===== config.mk =====
export PLATFORM = sky130hd
export DESIGN_NAME = ccb_ctrl
export DESIGN_NICKNAME = d
export VERILOG_FILES = /design/src/hw/rtl/ccb_pkg.sv /design/src/hw/rtl/ccb_ctrl.sv
export SDC_FILE = /design/constraint.sdc
export NUM_CORES = 1
export LEC_CHECK = 0
export ABC_AREA = 0
export ABC_CLOCK_PERIOD_IN_PS = 1500
export BUFFER_PORTS_ARGS = -buffer_cell sky130_fd_sc_hd__clkbuf_2
export CAP_MARGIN = 5
export CORE_AREA = 2 2 39 41
export CTS_BUF_LIST = sky130_fd_sc_hd__clkbuf_4 sky130_fd_sc_hd__clkbuf_8 sky130_fd_sc_hd__clkbuf_16
export DETAILED_ROUTE_END_ITERATION = 10
export DIE_AREA = 0 0 41 43
export PLACE_DENSITY = 0.43
export RECOVER_POWER = 25
export SYNTH_ARGS = -nofsm -noshare
export SYNTH_HDL_FRONTEND = slang
export SYNTH_SLANG_ARGS = --single-unit

===== constraint.sdc =====
create_clock -name clk_i -period 1.5 [get_ports clk_i]
set_clock_uncertainty 0.1 [all_clocks]
set_input_delay 0.075 -clock clk_i [delete_from_list [all_inputs] [get_ports clk_i]]
set_output_delay 0.075 -clock clk_i [all_outputs]
set_load 0.03 [all_outputs]

===== src/hw/rtl/ccb_pkg.sv =====
`timescale 1ns / 1ps
package ccb_pkg;

  localparam int unsigned ChanW = 16;
  localparam int unsigned PixW  = 64;

  typedef enum logic [2:0] {
    ST_IDLE,
    ST_READ,
    ST_MAC,
    ST_BLEND,
    ST_OUT
  } state_e;

  typedef enum logic [2:0] {
    REG_KTOP  = 3'd0,
    REG_KMID  = 3'd1,
    REG_KBOT  = 3'd2,
    REG_STR   = 3'd3,
    REG_FALPH = 3'd4,
    REG_WIDTH = 3'd5,
    REG_HGHT  = 3'd6
  } reg_e;

  // Controller to datapath commands.
  typedef struct packed {
    logic start;     // latch the accepted item and clear the tap counters
    logic rd;        // line store read has been issued, take data
    logic mac_step;  // one tap of the channel sums
    logic blend;     // form blended results
    logic done;      // result taken or item dropped
  } cmd_t;

  // Datapath to controller status.
  typedef struct packed {
    logic drop;      // accepted item makes no result
    logic emit;      // item makes a result
    logic mac_last;  // last tap in progress
  } sts_t;

endpackage


===== src/hw/rtl/ccb_ctrl.sv =====
`timescale 1ns / 1ps
module ccb_ctrl
  import ccb_pkg::*;
(
  input  logic clk_i,
  input  logic rst_ni,
  input  logic in_valid_i,
  output logic in_ready_o,
  output logic out_valid_o,
  input  logic out_ready_i,
  input  sts_t sts_i,
  output cmd_t cmd_o
);

  state_e state_q, state_d;

  always_ff @(posedge clk_i or negedge rst_ni) begin
    if (!rst_ni) begin
      state_q <= ST_IDLE;
    end else begin
      state_q <= state_d;
    end
  end

  always_comb begin
    state_d = state_q;
    unique case (state_q)
      ST_IDLE:  if (in_valid_i) state_d = ST_READ;
      ST_READ:  state_d = sts_i.emit ? ST_MAC : ST_IDLE;
      ST_MAC:   if (sts_i.mac_last) state_d = ST_BLEND;
      ST_BLEND: state_d = ST_OUT;
      ST_OUT:   if (out_ready_i) state_d = ST_IDLE;
      default:  state_d = ST_IDLE;
    endcase
  end

  always_comb begin
    cmd_o       = '0;
    in_ready_o  = 1'b0;
    out_valid_o = 1'b0;
    unique case (state_q)
      ST_IDLE: begin
        in_ready_o  = 1'b1;
        cmd_o.start = in_valid_i;
      end
      ST_READ: begin
        cmd_o.rd   = 1'b1;
        cmd_o.done = sts_i.drop;
      end
      ST_MAC:   cmd_o.mac_step = 1'b1;
      ST_BLEND: cmd_o.blend = 1'b1;
      ST_OUT: begin
        out_valid_o = 1'b1;
        cmd_o.done  = out_ready_i;
      end
      default: ;
    endcase
  end

endmodule


# --- Word level (Yosys, flattened, before mapping) ---
# Cells that the tools add are included.
word_totals:
  input_bits: 7
  wordCells: 22
  ff_bits: 3
classes:
  eq_ne: 7
  n_mux: 12
  n_reduce_logical: 2
ops:
  columns: ["cell", "count"]
  rows:
  - ["$pmux 3 s5", 1]
  - ["$mux 3", 3]
  - ["$eq 3x2->1 const B", 2]
  - ["$mux 1", 6]
  - ["$ne 2x2->1 const B", 3]
  - ["$eq 3x1->1 const B", 1]
  - ["$eq 3x3->1 const B", 1]
  - ["$logic_not 3->1", 1]
  - ["$reduce_and 3->1", 1]
  - ["$mux 2", 1]
  - ["$pmux 1 s2", 1]

# --- Longest topological paths before layout ---
depth:
  depth_word: 3
  depth_mapped: 3

# --- Worst setup path after synthesis ---
# Ideal clock, no wire load.
synth_path:
  path_kind: "register -> output"
  from: "register state_q[1]"
  to: "output cmd_o[4] (netlist name)"
  t_required_ps: 1325
  slack_ps: 60
  t_arrival_ps: 1265
  stages_incl_launch_ff: 4
  path_cell_list: "dfrtp_1 -> buf_6 -> nand2b_4 -> nor3_1"
synth_lines:
  columns: ["item", "line", "rtl"]
  rows:
  - ["start, declared", "ccb_ctrl.sv:15", "state_e state_q, state_d;"]
  - ["start signal, assigned", "ccb_ctrl.sv:21", "state_q <= state_d;"]
  - ["end, declared", "ccb_ctrl.sv:12", "output cmd_t cmd_o"]

==> flow_metrics.env <==
export IMPL_area_delta_synth_final_pct=40.7
export IMPL_met1_usage_pct=9.77
export IMPL_ys_seq_area_share_pct=30.9
export IMPL_grt_use_met2_pct=9.06
export IMPL_min_path_type="input port to flip-flop"
export IMPL_vias_per_cell=3.91
export IMPL_die_area_sq_um=1760
export IMPL_drv_slew=0
export IMPL_status="finished clean"
export IMPL_finalInstanceArea_sq_um=342
export IMPL_post_dp_cell_area_sq_um=290
export IMPL_critPathMaxStageDelay_ps=460
export IMPL_cts_sinks=3
export IMPL_top_regs="state_q x3"
export IMPL_grt_pass1_wl_um=841
export IMPL_initial_core_util_pct=17.5
export IMPL_synth_top_area_share_pct=30.9
export IMPL_path_cells="nand3b_1 -> a21oi_1 -> clkbuf_2"
export IMPL_synthTopCellsByArea="dfrtp_1 (31%), buf_6 (9.3%), nor3b_4 (7.7%)"
export IMPL_cp_slowest_cell="dfrtp_2"
export IMPL_timing_hold_ws_ps=13.3
export IMPL_period_needed_ps=1420
export IMPL_grt_usage_pct=7.46
export IMPL_busiest_layer="met1"
export IMPL_p_leak_uw=0.000162
export IMPL_regMostFlops="state_q"
export IMPL_clockBufferDepth=2
export IMPL_grt_overflow=0
export IMPL_startpoint_type="flip-flop"
export IMPL_grt_setup_unrepaired="false"
export IMPL_power_density_nw_per_um2=2170
export IMPL_place_gp_congestion=0.681
export IMPL_dp_hpwl_um=379
export IMPL_worst_pin_slew_ps=292
export IMPL_grt_max_degree=11
export IMPL_fin_tns_setup_ps=0
export IMPL_clock_latency_ps=230
export IMPL_final_nets=47
export IMPL_grt_pass1_vias=212
export IMPL_fill_cells=148
export IMPL_post_drt_wl_per_cell_um=9.53
export IMPL_n_antenna_cell=0
export IMPL_critPathMaxFanout=10
export IMPL_die_y_um=43
export IMPL_drtPass1Iterations=3
export IMPL_stdcell_count=55
export IMPL_relSlewSlack_pct=80.5
export IMPL_cp_required_ps=1320
export IMPL_cts_tree="done"
export IMPL_grtUsageMet3_pct=1.57
export IMPL_endpoint_kind="primary output"
export IMPL_r2r_slack_ps=390
export IMPL_irDropWorstVdd_v=0.000519
export IMPL_yosys_area_top_type="dfrtp_1"
export IMPL_cts_htree_levels=1
export IMPL_die_w_um=41
export IMPL_synth_fp_nets=31
export IMPL_rows=14
export IMPL_critPathKind="flip-flop to primary output"
export IMPL_clkTransAtPathRegs_ps=40
export IMPL_portBuffers=13
export IMPL_placedCellCount=49
export IMPL_antenna_left=0
export IMPL_final_core_util_pct=24.7
export IMPL_final_hold_viol_count=0
export IMPL_ys_ff_latch=3
export IMPL_synth_area_sq_um=243
export IMPL_maxCapViolCount=0
export IMPL_cts_root_buf="clkbuf_4"
export IMPL_timing_final_crit_share_pct=94.5
export IMPL_cp_num_buf_inv=1
export IMPL_drc=0
export IMPL_num_vias=215
export IMPL_setup_violations=0
export IMPL_avgSynthCellArea_sq_um=10.1
export IMPL_io_pins=14
export IMPL_synth_cells=24
export IMPL_wirelength_um=524
export IMPL_cts_setup_buffers=0
export IMPL_antenna_found_initial=0
export IMPL_critPathTopFamily="flip-flops"
export IMPL_fmax_ghz=0.706
export IMPL_yosysWarnings=0
export IMPL_numCtsBuffers=3
export IMPL_core_area_sq_um=1380
export IMPL_drive_above_1_share_pct=51.3
export IMPL_ys_types=17
export IMPL_drt_initial_drc_count=1
export IMPL_largest_reg_flops=3
export IMPL_crit_arrival_ps=1240
cell usage after synthesis:
master	number
a211oi_1	1
a21oi_1	1
and3b_1	1
buf_4	2
buf_6	2
dfrtp_1	3
nand2_1	1
nand2b_1	1
nand2b_4	1
nand3b_1	2
nor2_1	1
nor3_1	2
nor3b_1	1
nor3b_4	1
nor4bb_1	1
o21bai_1	1
or2_1	2
stage by stage:
stage	setup WS [ps]	total power, uW
floorplan	60.0	533
global route	3.92	782
global placement	275	582
finish	82.9	742
detailed placement	268	581
CTS	19.3	748
cell families (layout without fill, tap and decap cells):
logic type	Yosys count	count (layout)	synth area share (%)
AOI/OAI and AO/OA	3	3	8.25
and+or+nand+nor	14	14	45.4
DFF	3	3	30.9
buffers and inverters	4	19	15.5
worst min-delay path, cell delays in order:
cell	delay, ps
clkbuf_2	80
or2_1	90
o21bai_1	60
layout make-up:
cell class | instances | area (sq um) | area share [%]
clock buffers | 4 | 30.0 | 8.79
well taps | 16 | 20.0 | 5.86
repair buffers | 15 | 83.8 | 24.5
multi-input cells | 17 | 130 | 38.1
flip-flops and latches | 3 | 77.6 | 22.7
cell usage in the layout, fill, tap and decap left out, types with 2 or more instances in the layout:
cell type	synthesis	layout
dlygate4sd3_1	0	2
dfrtp_2	0	2
or2_1	2	2
clkbuf_2	0	11
clkbuf_4	0	4
nor3_1	2	2
nand3b_1	2	2
path summary, 6_finish.rpt:
path,start,endpoint,cells after the start
min in group asynchronous,rst_ni,state_q[1]$_DFFE_PN0P_,2
hold / removal,out_ready_i,state_q[2]$_DFFE_PN0P_,3
setup reg to reg,state_q[1]$_DFFE_PN0P_,state_q[1]$_DFFE_PN0P_,2
max in group asynchronous,rst_ni,state_q[2]$_DFFE_PN0P_,2
setup / recovery,state_q[0]$_DFFE_PN0P_,cmd_o[0],3
hold reg to reg,state_q[0]$_DFFE_PN0P_,state_q[0]$_DFFE_PN0P_,1
metal layers:
metal	wire length (um)	part of all wire (%)
met1	229	44
met2	251	48
met3	44	8.4
met4	0	0
met5	0	0
timing repair:
item,in CTS,in global routing
gates resized for setup,0,3
endpoints found under the setup margin,0,2
hold buffers,2,0
hold endpoints to repair,4,0
power breakdown:
part | leakage, uW | internal [uW] | total (uW) | switching, uW
logic | 0.000107 | 150 | 377 | 226
registers | 0.0000364 | 117 | 205 | 88.3
clock network | 0.0000184 | 118 | 160 | 42.0
Note: power is estimated with default switching activity, not from simulation.
